--- src/hw/rtl/i2cmbs_pkg.sv ---
`timescale 1ns / 1ps
// ----------------------------------------------------------------------------
// I2C master bit sequencer package
// Shared types, register map, command codes and helpers.
// ----------------------------------------------------------------------------
package i2cmbs_pkg;

  localparam int TICK_BITS = 16;
  localparam int ADDR_BITS = 5;
  localparam int DATA_BITS = 32;

  localparam logic [31:0] TICK_MAX = 32'((64'd1 << TICK_BITS) - 64'd1);

  typedef enum logic [2:0] {
    REQ_NONE  = 3'd0,
    REQ_START = 3'd1,
    REQ_TX    = 3'd2,
    REQ_WACK  = 3'd3,
    REQ_RX    = 3'd4,
    REQ_ACK   = 3'd5,
    REQ_NACK  = 3'd6,
    REQ_STOP  = 3'd7
  } req_t;

  typedef enum logic [2:0] {
    REG_HALF_BIT   = 3'd0,
    REG_SETTLE     = 3'd1,
    REG_ACK_SETUP  = 3'd2,
    REG_STOP_SETUP = 3'd3,
    REG_POLL_LIMIT = 3'd4
  } reg_idx_t;

  typedef enum logic [4:0] {
    PH_IDLE      = 5'd0,
    PH_ST_SETTLE = 5'd1,
    PH_ST_HOLD   = 5'd2,
    PH_TX_PRE    = 5'd3,
    PH_TX_HIGH   = 5'd4,
    PH_TX_LOW    = 5'd5,
    PH_WA        = 5'd6,
    PH_RX_PRE    = 5'd7,
    PH_RX_LOW    = 5'd8,
    PH_RX_HIGH   = 5'd9,
    PH_AK_LOW    = 5'd10,
    PH_AK_SETUP  = 5'd11,
    PH_AK_HIGH   = 5'd12,
    PH_SP_A      = 5'd13,
    PH_SP_B      = 5'd14,
    PH_SP_C      = 5'd15,
    PH_SP_D      = 5'd16
  } phase_t;

  localparam logic [15:0] RST_HALF_BIT   = 16'd50;
  localparam logic [15:0] RST_SETTLE     = 16'd50;
  localparam logic [15:0] RST_ACK_SETUP  = 16'd20;
  localparam logic [15:0] RST_STOP_SETUP = 16'd2;
  localparam logic [7:0]  RST_POLL_LIMIT = 8'd250;

  typedef struct packed {
    logic [15:0] half_bit_ticks;
    logic [15:0] settle_ticks;
    logic [15:0] ack_setup_ticks;
    logic [15:0] stop_setup_ticks;
    logic [7:0]  ack_poll_limit;
  } cfg_t;

  typedef struct packed {
    logic       scl_out;
    logic       sda_out;
    logic       sda_drive;
    logic       busy_res;
    logic       done_res;
    logic [7:0] rx_byte;
    logic       ack_fail;
  } res_t;

  // zero counts as one tick, saturate at the counter range
  function automatic logic [TICK_BITS-1:0] wait_ticks(input logic [15:0] r);
    logic [31:0] v;
    v = (r == 16'd0) ? 32'd1 : {16'd0, r};
    if (v > TICK_MAX) v = TICK_MAX;
    wait_ticks = v[TICK_BITS-1:0];
  endfunction

endpackage

--- src/hw/rtl/i2cmbs_regs.sv ---
`timescale 1ns / 1ps
// ----------------------------------------------------------------------------
// I2C master bit sequencer configuration registers
// APB-style register file holding the delay and poll-limit settings.
// ----------------------------------------------------------------------------
module i2cmbs_regs (
  input  logic                             clk,
  input  logic                             rst_n,
  input  logic                             psel,
  input  logic                             penable,
  input  logic                             pwrite,
  input  logic [i2cmbs_pkg::ADDR_BITS-1:0] paddr,
  input  logic [i2cmbs_pkg::DATA_BITS-1:0] pwdata,
  output logic [i2cmbs_pkg::DATA_BITS-1:0] prdata,
  output logic                             pready,
  output i2cmbs_pkg::cfg_t                 cfg
);

  i2cmbs_pkg::cfg_t     cfg_r;
  i2cmbs_pkg::reg_idx_t idx;
  logic                 wr_en;

  assign idx    = i2cmbs_pkg::reg_idx_t'(paddr[4:2]);
  assign wr_en  = psel && penable && pwrite;
  assign pready = 1'b1;
  assign cfg    = cfg_r;

  always_ff @(posedge clk) begin
    if (!rst_n) begin
      cfg_r.half_bit_ticks   <= i2cmbs_pkg::RST_HALF_BIT;
      cfg_r.settle_ticks     <= i2cmbs_pkg::RST_SETTLE;
      cfg_r.ack_setup_ticks  <= i2cmbs_pkg::RST_ACK_SETUP;
      cfg_r.stop_setup_ticks <= i2cmbs_pkg::RST_STOP_SETUP;
      cfg_r.ack_poll_limit   <= i2cmbs_pkg::RST_POLL_LIMIT;
    end else if (wr_en) begin
      case (idx)
        i2cmbs_pkg::REG_HALF_BIT:   cfg_r.half_bit_ticks   <= pwdata[15:0];
        i2cmbs_pkg::REG_SETTLE:     cfg_r.settle_ticks     <= pwdata[15:0];
        i2cmbs_pkg::REG_ACK_SETUP:  cfg_r.ack_setup_ticks  <= pwdata[15:0];
        i2cmbs_pkg::REG_STOP_SETUP: cfg_r.stop_setup_ticks <= pwdata[15:0];
        i2cmbs_pkg::REG_POLL_LIMIT: cfg_r.ack_poll_limit   <= pwdata[7:0];
        default: ;
      endcase
    end
  end

  always_comb begin
    case (idx)
      i2cmbs_pkg::REG_HALF_BIT:   prdata = {16'd0, cfg_r.half_bit_ticks};
      i2cmbs_pkg::REG_SETTLE:     prdata = {16'd0, cfg_r.settle_ticks};
      i2cmbs_pkg::REG_ACK_SETUP:  prdata = {16'd0, cfg_r.ack_setup_ticks};
      i2cmbs_pkg::REG_STOP_SETUP: prdata = {16'd0, cfg_r.stop_setup_ticks};
      i2cmbs_pkg::REG_POLL_LIMIT: prdata = {24'd0, cfg_r.ack_poll_limit};
      default:                    prdata = '0;
    endcase
  end

endmodule

--- src/hw/rtl/i2cmbs_core.sv ---
`timescale 1ns / 1ps
// ----------------------------------------------------------------------------
// I2C master bit sequencer core
// Phase machine and pin state, advanced by one tick per accepted beat.
// ----------------------------------------------------------------------------
module i2cmbs_core (
  input  logic              clk,
  input  logic              rst_n,
  input  logic              step,
  input  logic [2:0]        req_type,
  input  logic [7:0]        tx_byte,
  input  logic              sda_in,
  input  i2cmbs_pkg::cfg_t  cfg,
  output i2cmbs_pkg::res_t  res
);

  i2cmbs_pkg::phase_t              phase_r, phase_nxt;
  logic [3:0]                      bit_index_r, bit_index_nxt;
  logic [i2cmbs_pkg::TICK_BITS-1:0] delay_r, delay_nxt;
  logic [7:0]                      shift_r, shift_nxt;
  logic [7:0]                      poll_r, poll_nxt;
  logic                            scl_r, scl_nxt;
  logic                            sda_r, sda_nxt;
  logic                            en_r, en_nxt;
  logic [7:0]                      rcv_r, rcv_nxt;
  logic                            fail_r, fail_nxt;

  i2cmbs_pkg::req_t                req;
  logic                            active;
  logic                            expire;
  logic [3:0]                      bi_inc;
  logic                            poll_over;
  logic [7:0]                      rx_shift;
  logic [i2cmbs_pkg::TICK_BITS-1:0] w_half, w_settle, w_ack, w_stop;

  assign req       = i2cmbs_pkg::req_t'(req_type);
  assign active    = (phase_r != i2cmbs_pkg::PH_IDLE) && (phase_r <= i2cmbs_pkg::PH_SP_D);
  assign expire    = active && (delay_r <= i2cmbs_pkg::TICK_BITS'(1));
  assign bi_inc    = bit_index_r + 4'd1;
  assign poll_over = ({1'b0, poll_r} + 9'd1) > {1'b0, cfg.ack_poll_limit};
  assign rx_shift  = {shift_r[6:0], sda_in};
  assign w_half    = i2cmbs_pkg::wait_ticks(cfg.half_bit_ticks);
  assign w_settle  = i2cmbs_pkg::wait_ticks(cfg.settle_ticks);
  assign w_ack     = i2cmbs_pkg::wait_ticks(cfg.ack_setup_ticks);
  assign w_stop    = i2cmbs_pkg::wait_ticks(cfg.stop_setup_ticks);

  // next phase
  always_comb begin
    phase_nxt = phase_r;
    if (phase_r == i2cmbs_pkg::PH_IDLE) begin
      unique case (req)
        i2cmbs_pkg::REQ_START: phase_nxt = i2cmbs_pkg::PH_ST_SETTLE;
        i2cmbs_pkg::REQ_TX:    phase_nxt = i2cmbs_pkg::PH_TX_PRE;
        i2cmbs_pkg::REQ_WACK:  phase_nxt = i2cmbs_pkg::PH_WA;
        i2cmbs_pkg::REQ_RX:    phase_nxt = i2cmbs_pkg::PH_RX_PRE;
        i2cmbs_pkg::REQ_ACK,
        i2cmbs_pkg::REQ_NACK:  phase_nxt = i2cmbs_pkg::PH_AK_LOW;
        i2cmbs_pkg::REQ_STOP:  phase_nxt = i2cmbs_pkg::PH_SP_A;
        i2cmbs_pkg::REQ_NONE:  phase_nxt = i2cmbs_pkg::PH_IDLE;
      endcase
    end else if (!active) begin
      phase_nxt = i2cmbs_pkg::PH_IDLE;
    end else if (expire) begin
      case (phase_r)
        i2cmbs_pkg::PH_ST_SETTLE: phase_nxt = i2cmbs_pkg::PH_ST_HOLD;
        i2cmbs_pkg::PH_TX_PRE:    phase_nxt = i2cmbs_pkg::PH_TX_HIGH;
        i2cmbs_pkg::PH_TX_HIGH:   phase_nxt = i2cmbs_pkg::PH_TX_LOW;
        i2cmbs_pkg::PH_TX_LOW:
          phase_nxt = bit_index_r[3] ? i2cmbs_pkg::PH_IDLE : i2cmbs_pkg::PH_TX_HIGH;
        i2cmbs_pkg::PH_WA: begin
          if (!sda_in)        phase_nxt = i2cmbs_pkg::PH_IDLE;
          else if (poll_over) phase_nxt = i2cmbs_pkg::PH_SP_A;
          else                phase_nxt = i2cmbs_pkg::PH_WA;
        end
        i2cmbs_pkg::PH_RX_PRE:    phase_nxt = i2cmbs_pkg::PH_RX_LOW;
        i2cmbs_pkg::PH_RX_LOW:    phase_nxt = i2cmbs_pkg::PH_RX_HIGH;
        i2cmbs_pkg::PH_RX_HIGH:
          phase_nxt = bi_inc[3] ? i2cmbs_pkg::PH_IDLE : i2cmbs_pkg::PH_RX_LOW;
        i2cmbs_pkg::PH_AK_LOW:    phase_nxt = i2cmbs_pkg::PH_AK_SETUP;
        i2cmbs_pkg::PH_AK_SETUP:  phase_nxt = i2cmbs_pkg::PH_AK_HIGH;
        i2cmbs_pkg::PH_SP_A:      phase_nxt = i2cmbs_pkg::PH_SP_B;
        i2cmbs_pkg::PH_SP_B:      phase_nxt = i2cmbs_pkg::PH_SP_C;
        i2cmbs_pkg::PH_SP_C:      phase_nxt = i2cmbs_pkg::PH_SP_D;
        default:                  phase_nxt = i2cmbs_pkg::PH_IDLE;
      endcase
    end
  end

  // pin levels, counters and shift register
  always_comb begin
    bit_index_nxt = bit_index_r;
    delay_nxt     = delay_r;
    shift_nxt     = shift_r;
    poll_nxt      = poll_r;
    scl_nxt       = scl_r;
    sda_nxt       = sda_r;
    en_nxt        = en_r;
    rcv_nxt       = rcv_r;
    fail_nxt      = fail_r;
    if (phase_r == i2cmbs_pkg::PH_IDLE) begin
      unique case (req)
        i2cmbs_pkg::REQ_START: begin
          scl_nxt = 1'b1; sda_nxt = 1'b1; en_nxt = 1'b1; delay_nxt = w_settle;
        end
        i2cmbs_pkg::REQ_TX: begin
          scl_nxt = 1'b0; en_nxt = 1'b1; shift_nxt = tx_byte; bit_index_nxt = 4'd0;
          delay_nxt = w_half;
        end
        i2cmbs_pkg::REQ_WACK: begin
          sda_nxt = 1'b1; en_nxt = 1'b0; scl_nxt = 1'b1; poll_nxt = 8'd0;
          delay_nxt = w_half;
        end
        i2cmbs_pkg::REQ_RX: begin
          scl_nxt = 1'b0; en_nxt = 1'b0; shift_nxt = 8'd0; bit_index_nxt = 4'd0;
          delay_nxt = w_settle;
        end
        i2cmbs_pkg::REQ_ACK,
        i2cmbs_pkg::REQ_NACK: begin
          scl_nxt   = 1'b0;
          shift_nxt = (req == i2cmbs_pkg::REQ_NACK) ? 8'd1 : 8'd0;
          delay_nxt = w_half;
        end
        i2cmbs_pkg::REQ_STOP: begin
          scl_nxt = 1'b0; delay_nxt = w_stop;
        end
        i2cmbs_pkg::REQ_NONE: ;
      endcase
    end else if (active && !expire) begin
      delay_nxt = delay_r - i2cmbs_pkg::TICK_BITS'(1);
    end else if (expire) begin
      delay_nxt = '0;
      case (phase_r)
        i2cmbs_pkg::PH_ST_SETTLE: begin
          sda_nxt = 1'b0; delay_nxt = w_half;
        end
        i2cmbs_pkg::PH_ST_HOLD: scl_nxt = 1'b0;
        i2cmbs_pkg::PH_TX_PRE: begin
          sda_nxt = shift_r[7]; shift_nxt = {shift_r[6:0], 1'b0}; scl_nxt = 1'b1;
          delay_nxt = w_half;
        end
        i2cmbs_pkg::PH_TX_HIGH: begin
          scl_nxt = 1'b0; bit_index_nxt = bi_inc; delay_nxt = w_half;
        end
        i2cmbs_pkg::PH_TX_LOW: begin
          if (!bit_index_r[3]) begin
            sda_nxt = shift_r[7]; shift_nxt = {shift_r[6:0], 1'b0}; scl_nxt = 1'b1;
            delay_nxt = w_half;
          end
        end
        i2cmbs_pkg::PH_WA: begin
          if (!sda_in) begin
            fail_nxt = 1'b0;
          end else if (poll_over) begin
            fail_nxt = 1'b1; scl_nxt = 1'b0; delay_nxt = w_stop;
          end else begin
            poll_nxt = poll_r + 8'd1; delay_nxt = w_half;
          end
        end
        i2cmbs_pkg::PH_RX_PRE: begin
          scl_nxt = 1'b0; delay_nxt = w_half;
        end
        i2cmbs_pkg::PH_RX_LOW: begin
          scl_nxt = 1'b1; delay_nxt = w_half;
        end
        i2cmbs_pkg::PH_RX_HIGH: begin
          shift_nxt     = rx_shift;
          bit_index_nxt = bi_inc;
          if (bi_inc[3]) begin
            rcv_nxt = rx_shift;
          end else begin
            scl_nxt = 1'b0; delay_nxt = w_half;
          end
        end
        i2cmbs_pkg::PH_AK_LOW: begin
          sda_nxt = shift_r[0]; en_nxt = 1'b1; delay_nxt = w_ack;
        end
        i2cmbs_pkg::PH_AK_SETUP: begin
          scl_nxt = 1'b1; delay_nxt = w_half;
        end
        i2cmbs_pkg::PH_SP_A: begin
          sda_nxt = 1'b0; en_nxt = 1'b1; delay_nxt = w_stop;
        end
        i2cmbs_pkg::PH_SP_B: begin
          scl_nxt = 1'b1; delay_nxt = w_half;
        end
        i2cmbs_pkg::PH_SP_C: begin
          sda_nxt = 1'b1; delay_nxt = w_settle;
        end
        default: ;
      endcase
    end
  end

  always_comb begin
    res.scl_out   = scl_nxt;
    res.sda_out   = sda_nxt;
    res.sda_drive = en_nxt;
    res.busy_res  = (phase_nxt != i2cmbs_pkg::PH_IDLE);
    res.done_res  = expire && (phase_nxt == i2cmbs_pkg::PH_IDLE);
    res.rx_byte   = rcv_nxt;
    res.ack_fail  = fail_nxt;
  end

  always_ff @(posedge clk) begin
    if (!rst_n) begin
      phase_r     <= i2cmbs_pkg::PH_IDLE;
      bit_index_r <= 4'd0;
      delay_r     <= '0;
      shift_r     <= 8'd0;
      poll_r      <= 8'd0;
      scl_r       <= 1'b1;
      sda_r       <= 1'b1;
      en_r        <= 1'b1;
      rcv_r       <= 8'd0;
      fail_r      <= 1'b0;
    end else if (step) begin
      phase_r     <= phase_nxt;
      bit_index_r <= bit_index_nxt;
      delay_r     <= delay_nxt;
      shift_r     <= shift_nxt;
      poll_r      <= poll_nxt;
      scl_r       <= scl_nxt;
      sda_r       <= sda_nxt;
      en_r        <= en_nxt;
      rcv_r       <= rcv_nxt;
      fail_r      <= fail_nxt;
    end
  end

endmodule

--- src/hw/rtl/i2cmbs_outbuf.sv ---
`timescale 1ns / 1ps
// ----------------------------------------------------------------------------
// I2C master bit sequencer result buffer
// Output register with a skid stage so a stalled beat does not block input.
// ----------------------------------------------------------------------------
module i2cmbs_outbuf (
  input  logic             clk,
  input  logic             rst_n,
  input  logic             push,
  input  i2cmbs_pkg::res_t push_data,
  output logic             full,
  output logic             out_valid,
  input  logic             out_stall,
  output i2cmbs_pkg::res_t out_data
);

  logic             out_valid_r, out_valid_nxt;
  logic             skid_valid_r, skid_valid_nxt;
  i2cmbs_pkg::res_t out_data_r, out_data_nxt;
  i2cmbs_pkg::res_t skid_data_r, skid_data_nxt;
  logic             out_free;

  assign out_free  = !out_valid_r || !out_stall;
  assign full      = skid_valid_r;
  assign out_valid = out_valid_r;
  assign out_data  = out_data_r;

  always_comb begin
    out_valid_nxt  = out_valid_r;
    skid_valid_nxt = skid_valid_r;
    out_data_nxt   = out_data_r;
    skid_data_nxt  = skid_data_r;
    if (out_free) begin
      out_valid_nxt  = skid_valid_r || push;
      out_data_nxt   = skid_valid_r ? skid_data_r : push_data;
      skid_valid_nxt = 1'b0;
    end else if (push) begin
      skid_valid_nxt = 1'b1;
      skid_data_nxt  = push_data;
    end
  end

  always_ff @(posedge clk) begin
    if (!rst_n) begin
      out_valid_r  <= 1'b0;
      skid_valid_r <= 1'b0;
    end else begin
      out_valid_r  <= out_valid_nxt;
      skid_valid_r <= skid_valid_nxt;
    end
  end

  always_ff @(posedge clk) begin
    out_data_r  <= out_data_nxt;
    skid_data_r <= skid_data_nxt;
  end

endmodule

--- src/hw/rtl/i2c_master_bit_sequencer_unit.sv ---
`timescale 1ns / 1ps
// ----------------------------------------------------------------------------
// I2C master bit sequencer
// Drives SCL and SDA for start, byte transfer, ack and stop commands.
// ----------------------------------------------------------------------------
// Each input beat is one timing tick carrying a command code (taken only
// while idle), the byte to send and the sampled SDA level. Every accepted
// beat produces exactly one result beat with the pin levels, busy, a done
// pulse, the last read byte and the ack-failure flag after that tick.
// Results are registered in the output register, or in the skid stage
// while the output is stalled. Throughput: one beat per cycle while
// in_stall is low; the phase machine and pin state update once per tick.
// When out_stall holds the output register, a skid stage takes one more
// beat; in_stall rises only while that skid stage is occupied.
// Reset (rst_n low, synchronous) returns the sequencer to idle with SCL,
// SDA and drive high, clears counters and flags, empties the result
// buffer and restores the delay registers to their defaults.
// Registers (APB, byte address 4*i): half-bit ticks, settle ticks, ack
// setup ticks, stop setup ticks, ack poll limit. Write them while idle.
// ----------------------------------------------------------------------------
module i2c_master_bit_sequencer_unit (
  input  logic                             clk,
  input  logic                             rst_n,
  input  logic                             in_valid,
  output logic                             in_stall,
  input  logic [2:0]                       in_req_type,
  input  logic [7:0]                       in_tx_byte,
  input  logic                             in_sda_in,
  output logic                             out_valid,
  input  logic                             out_stall,
  output logic                             out_scl_out,
  output logic                             out_sda_out,
  output logic                             out_sda_drive,
  output logic                             out_busy_res,
  output logic                             out_done_res,
  output logic [7:0]                       out_rx_byte,
  output logic                             out_ack_fail,
  input  logic                             psel,
  input  logic                             penable,
  input  logic                             pwrite,
  input  logic [i2cmbs_pkg::ADDR_BITS-1:0] paddr,
  input  logic [i2cmbs_pkg::DATA_BITS-1:0] pwdata,
  output logic [i2cmbs_pkg::DATA_BITS-1:0] prdata,
  output logic                             pready
);

  i2cmbs_pkg::cfg_t cfg;
  i2cmbs_pkg::res_t res;
  i2cmbs_pkg::res_t out_data;
  logic             buf_full;
  logic             accept;

  assign in_stall = buf_full;
  assign accept   = in_valid && !buf_full;

  i2cmbs_regs u_regs (
    .clk     (clk),
    .rst_n   (rst_n),
    .psel    (psel),
    .penable (penable),
    .pwrite  (pwrite),
    .paddr   (paddr),
    .pwdata  (pwdata),
    .prdata  (prdata),
    .pready  (pready),
    .cfg     (cfg)
  );

  i2cmbs_core u_core (
    .clk      (clk),
    .rst_n    (rst_n),
    .step     (accept),
    .req_type (in_req_type),
    .tx_byte  (in_tx_byte),
    .sda_in   (in_sda_in),
    .cfg      (cfg),
    .res      (res)
  );

  i2cmbs_outbuf u_outbuf (
    .clk       (clk),
    .rst_n     (rst_n),
    .push      (accept),
    .push_data (res),
    .full      (buf_full),
    .out_valid (out_valid),
    .out_stall (out_stall),
    .out_data  (out_data)
  );

  assign out_scl_out   = out_data.scl_out;
  assign out_sda_out   = out_data.sda_out;
  assign out_sda_drive = out_data.sda_drive;
  assign out_busy_res  = out_data.busy_res;
  assign out_done_res  = out_data.done_res;
  assign out_rx_byte   = out_data.rx_byte;
  assign out_ack_fail  = out_data.ack_fail;

endmodule
--- config.mk ---
export PLATFORM = sky130hd
export DESIGN_NAME = i2c_master_bit_sequencer_unit
export DESIGN_NICKNAME = d
export VERILOG_FILES = /design/src/hw/rtl/i2cmbs_pkg.sv /design/src/hw/rtl/i2cmbs_regs.sv /design/src/hw/rtl/i2cmbs_core.sv /design/src/hw/rtl/i2cmbs_outbuf.sv /design/src/hw/rtl/i2c_master_bit_sequencer_unit.sv
export SDC_FILE = /design/constraint.sdc
export NUM_CORES = 1
export LEC_CHECK = 0
export BUFFER_PORTS_ARGS = -buffer_cell sky130_fd_sc_hd__buf_4
export CAP_MARGIN = 5
export CORE_MARGIN = 1
export CORE_UTILIZATION = 25
export CTS_CLUSTER_DIAMETER = 30
export DETAILED_ROUTE_END_ITERATION = 10
export PLACE_DENSITY = 0.52
export REMOVE_ABC_BUFFERS = 1
export SYNTH_ARGS = -nofsm -noshare
export SYNTH_HDL_FRONTEND = slang
export SYNTH_SLANG_ARGS = --single-unit
--- constraint.sdc ---
create_clock -name clk -period 3.6 [get_ports clk]
set_input_delay 0.36 -clock clk [delete_from_list [all_inputs] [get_ports clk]]
set_output_delay 0.36 -clock clk [all_outputs]
set_load 0.01 [all_outputs]
==> summary.md <==
| Metric | Value |
|---|---|
| Final hold viol count | 0 |
| Final-report setup violation count | 0 |
| Post-synth EDFFs | 28 |
| Hold endpoint | u_regs.cfg[3] |
| Ys async rst share | 0% |
| Final worst-path cycle share | 93.9% |
| Initial core utilization | 25.6% |
| Met3 WL | 1600 um |
| GPL Wtd Cong | 0.873 |
| R2r worst-path depth | 12 |
| Routed wire length | 31400 um |
| First-pass GRT wire length | 49100 um |
| Req. time, crit path | 3.79 ns |
| Fin Setup TNS | 0 ns |
| Post-CTS Setup Bufs | 0 |
| Setup slack, reg-to-reg | 0.22 ns |
| RSZ-0062 raised after global routing | false |
| Top Layer Used | met4 |
| Iter 0 DRT Violations | 770 |
| DRC violations left | 0 |
| Final Util | 30.0% |
| Final Power | 5.29 mW |
| Hold Crit Class | in -> reg |
| Leakage Power | 4.19 nW |
| Die H | 196 um |
| Synth top area share | 27.0% |
| Hold path start | pwdata[3] |
| Most frequent cell after synthesis | nand2_1 |
| Synth unique cells | 85 |
| Clock-pin slew on the worst setup and hold paths | 0.07 ns |
| Clock sinks | 155 |
| Syn Std Cell Area | 9420 sq um |
| Simple-gate area share of the yosys netlist | 23.2% |
| Cells after Synth | 1136 |
| CP Launch Type | register |
| Global route overflow | 0 |
| Multiplexer area fraction after synthesis | 6.94% |
| Final slew viol count | 0 |
| CTS tree | built |
| Detail Placement HPWL | 22300 um |
| Worst EP arrival | 3.57 ns |
| M1 WL | 15100 um |
| Drt wl/cell | 18.6 um |
| Area grow syn2layout | 17.3% |
| Area of the die | 38500 sq um |
| Die W | 196 um |
| Pwr Density | 479 nW/um^2 |
| Synth top cells by count | nand2_1, dfxtp_1, a21oi_1 |
| Drt first pass iters | 5 |
| # diodes | 0 |
| Pin count of the biggest net entering global routing | 36 |
| Worst vdd ir | 355 uV |
| Met2 wire length | 14200 um |
| Routed Antenna Nets | 0 |
| Hold Worst Slack | 0.169 ns |
| Largest family of logic cells by synthesized area | simple AND/OR/NAND/NOR gates |
| Worst Setup End Kind | register |
| Total global-route track usage | 16.5% |
| Slew @ Worst Pin | 0.913 ns |
| Row count | 70 |
| Min cycle time layout | 3.38 ns |
| Post-synth top area cell | dfxtp_1 |
| Post-Synth XOR/XNOR Area | 2.04% |
| Vias/cell | 5.19 |
| Area contributors post-synth | dfxtp_1, edfxtp_1, nand2_1, a21oi_1, nor2_1 |
| Clock root buffer master | clkbuf_16 |
| Max Clock Freq | 0.296 GHz |
| Max Cap Viol | 0 |
| Outcome | completed |
| Average size of a mapped cell | 8.30 sq um |
| I/O Pins | 105 |
| Adder-Cell Fraction of Synth Area | 2.52% |
| Final worst setup slack | 0.219 ns |
| Vias | 8753 |
| Initial antenna violation count | 0 |
| Synthesized flop and latch total | 155 |
| Clk_lat worst skew | 0.45 ns |
| Longest Clk Path Bufs | 2 |
| Post-synthesis compound-gate area fraction | 22.7% |
| Std-Cell Core Area | 36900 sq um |
| Min-Delay Path Depth | 3 |
| Port bufs | 69 |
| Ys Warns | 0 |
| Final nets | 1244 |
| Setup WS pre-CTS | 0.130 ns |
| Ys flop type | dfxtp_1 |
| Vias in the first global route | 8174 |
| CTS buffer count | 17 |
| Cts-stage hold buffer count | 0 |
| Origin of the critical flop-to-flop path | u_core.poll_r[2] |
| CTS resizes | 0 |
| Layout cells sized above 1 | 15.6% |
| Slew headroom | 39.1% |
| H-Tree Depth | 4 |
| Reg2Reg Capture Point | u_outbuf.out_data[10] |
| Crit path launch | u_core.poll_r[2] |
| Post-synthesis sequential area ratio | 35.9% |
| Crit path kind | reg -> reg |
| CP max FO | 5 |
| Clock skew | 0.0148 ns |
state kept, by name, summed over array words and instances, names as in the netlist, 5 cells and up:
register	count
u_regs.cfg	72
u_core.delay_r	16
u_outbuf.out_data	14
u_outbuf.skid_data_r	14
u_core.poll_r	8
u_core.rcv_r	8
u_core.shift_r	8
u_core.phase_r	5
cells by family (layout without fill, tap and decap cells):
kind of cell	after synthesis	in the layout
AOI/OAI and AO/OA	304	304
xor gates and xnor gates	22	22
adders and majority gates	19	19
buffers and inverters	140	171
DFF	155	155
muxes	50	50
other	2	17
and+or+nand+nor	444	444
worst max-delay path by stage:
stage / to / slack (ns)
2_1_floorplan: u_outbuf.out_data[10] / -0.29
3_3_place_gp: u_outbuf.out_data[10] / 0.20
3_5_place_dp: u_outbuf.out_data[10] / 0.13
4_1_cts: u_outbuf.out_data[10] / 0.12
5_1_grt: u_outbuf.out_data[10] / 0.02
6_report: u_outbuf.out_data[10] / 0.22
where the power goes:
| group | switching, mW | internal [mW] |
|---|---|---|
| combinational | 0.837 | 0.519 |
| clock | 0.818 | 1.17 |
| sequential | 0.0832 | 1.86 |
| total | 1.74 | 3.55 |
cell type report:
cell class | instances | area (sq um)
clock inverters | 15 | 210
flip-flops and latches | 155 | 3380
fillers | 3931 | 25800
clock buffers | 17 | 425
well taps | 504 | 631
repair buffers | 98 | 748
inverters | 41 | 154
multi-input cells | 856 | 5500
per-layer routing:
| layer | vias up | track usage (%) |
|---|---|---|
| li1 | 4173 | - |
| met1 | 4275 | 22.9 |
| met2 | 269 | 26.0 |
| met3 | 36 | 2.96 |
| met4 | 0 | 4.48 |
| met5 | - | 0 |
cell usage in the layout (no fill, tap or decap), types with 10 or more instances in the layout:
master and instances:
conb_1 17, and3_1 15, nand3_1 37, edfxtp_1 28
o22ai_1 12, nor4_1 14, mux2_2 11, dfxtp_1 127
buf_4 97, nand2b_1 10, nor3b_1 10, nor2_1 68
nor3_1 21, a22oi_1 14, a211oi_1 11, mux2i_1 23
o31ai_1 11, inv_1 41, a21boi_0 27, a221oi_1 24
clkbuf_16 17, a21oi_1 76, ha_1 19, nand2_1 198
xnor2_1 13, o21ai_0 34, nor2b_1 23, a221o_1 13
per-stage QoR:
step,area [sq um],instances
floorplan,9010,1052
global placement,10400,1654
detailed placement,10400,1654
CTS,11000,1686
global route,11100,1686
finish,11100,1686
critical path, stage by stage, from the launching register on:
cell      delay (ns)
dfxtp_1         0.35
and3_1          0.22
and3_1          0.23
and3_1          0.20
xnor2_1         0.15
ha_1            0.34
nand3_1         0.10
or3_1           0.35
o21ai_1         0.21
o211ai_1        0.15
a221oi_4        0.38
nand4b_4        0.17
mux2_2          0.28
(Power assumes the default switching activity.)
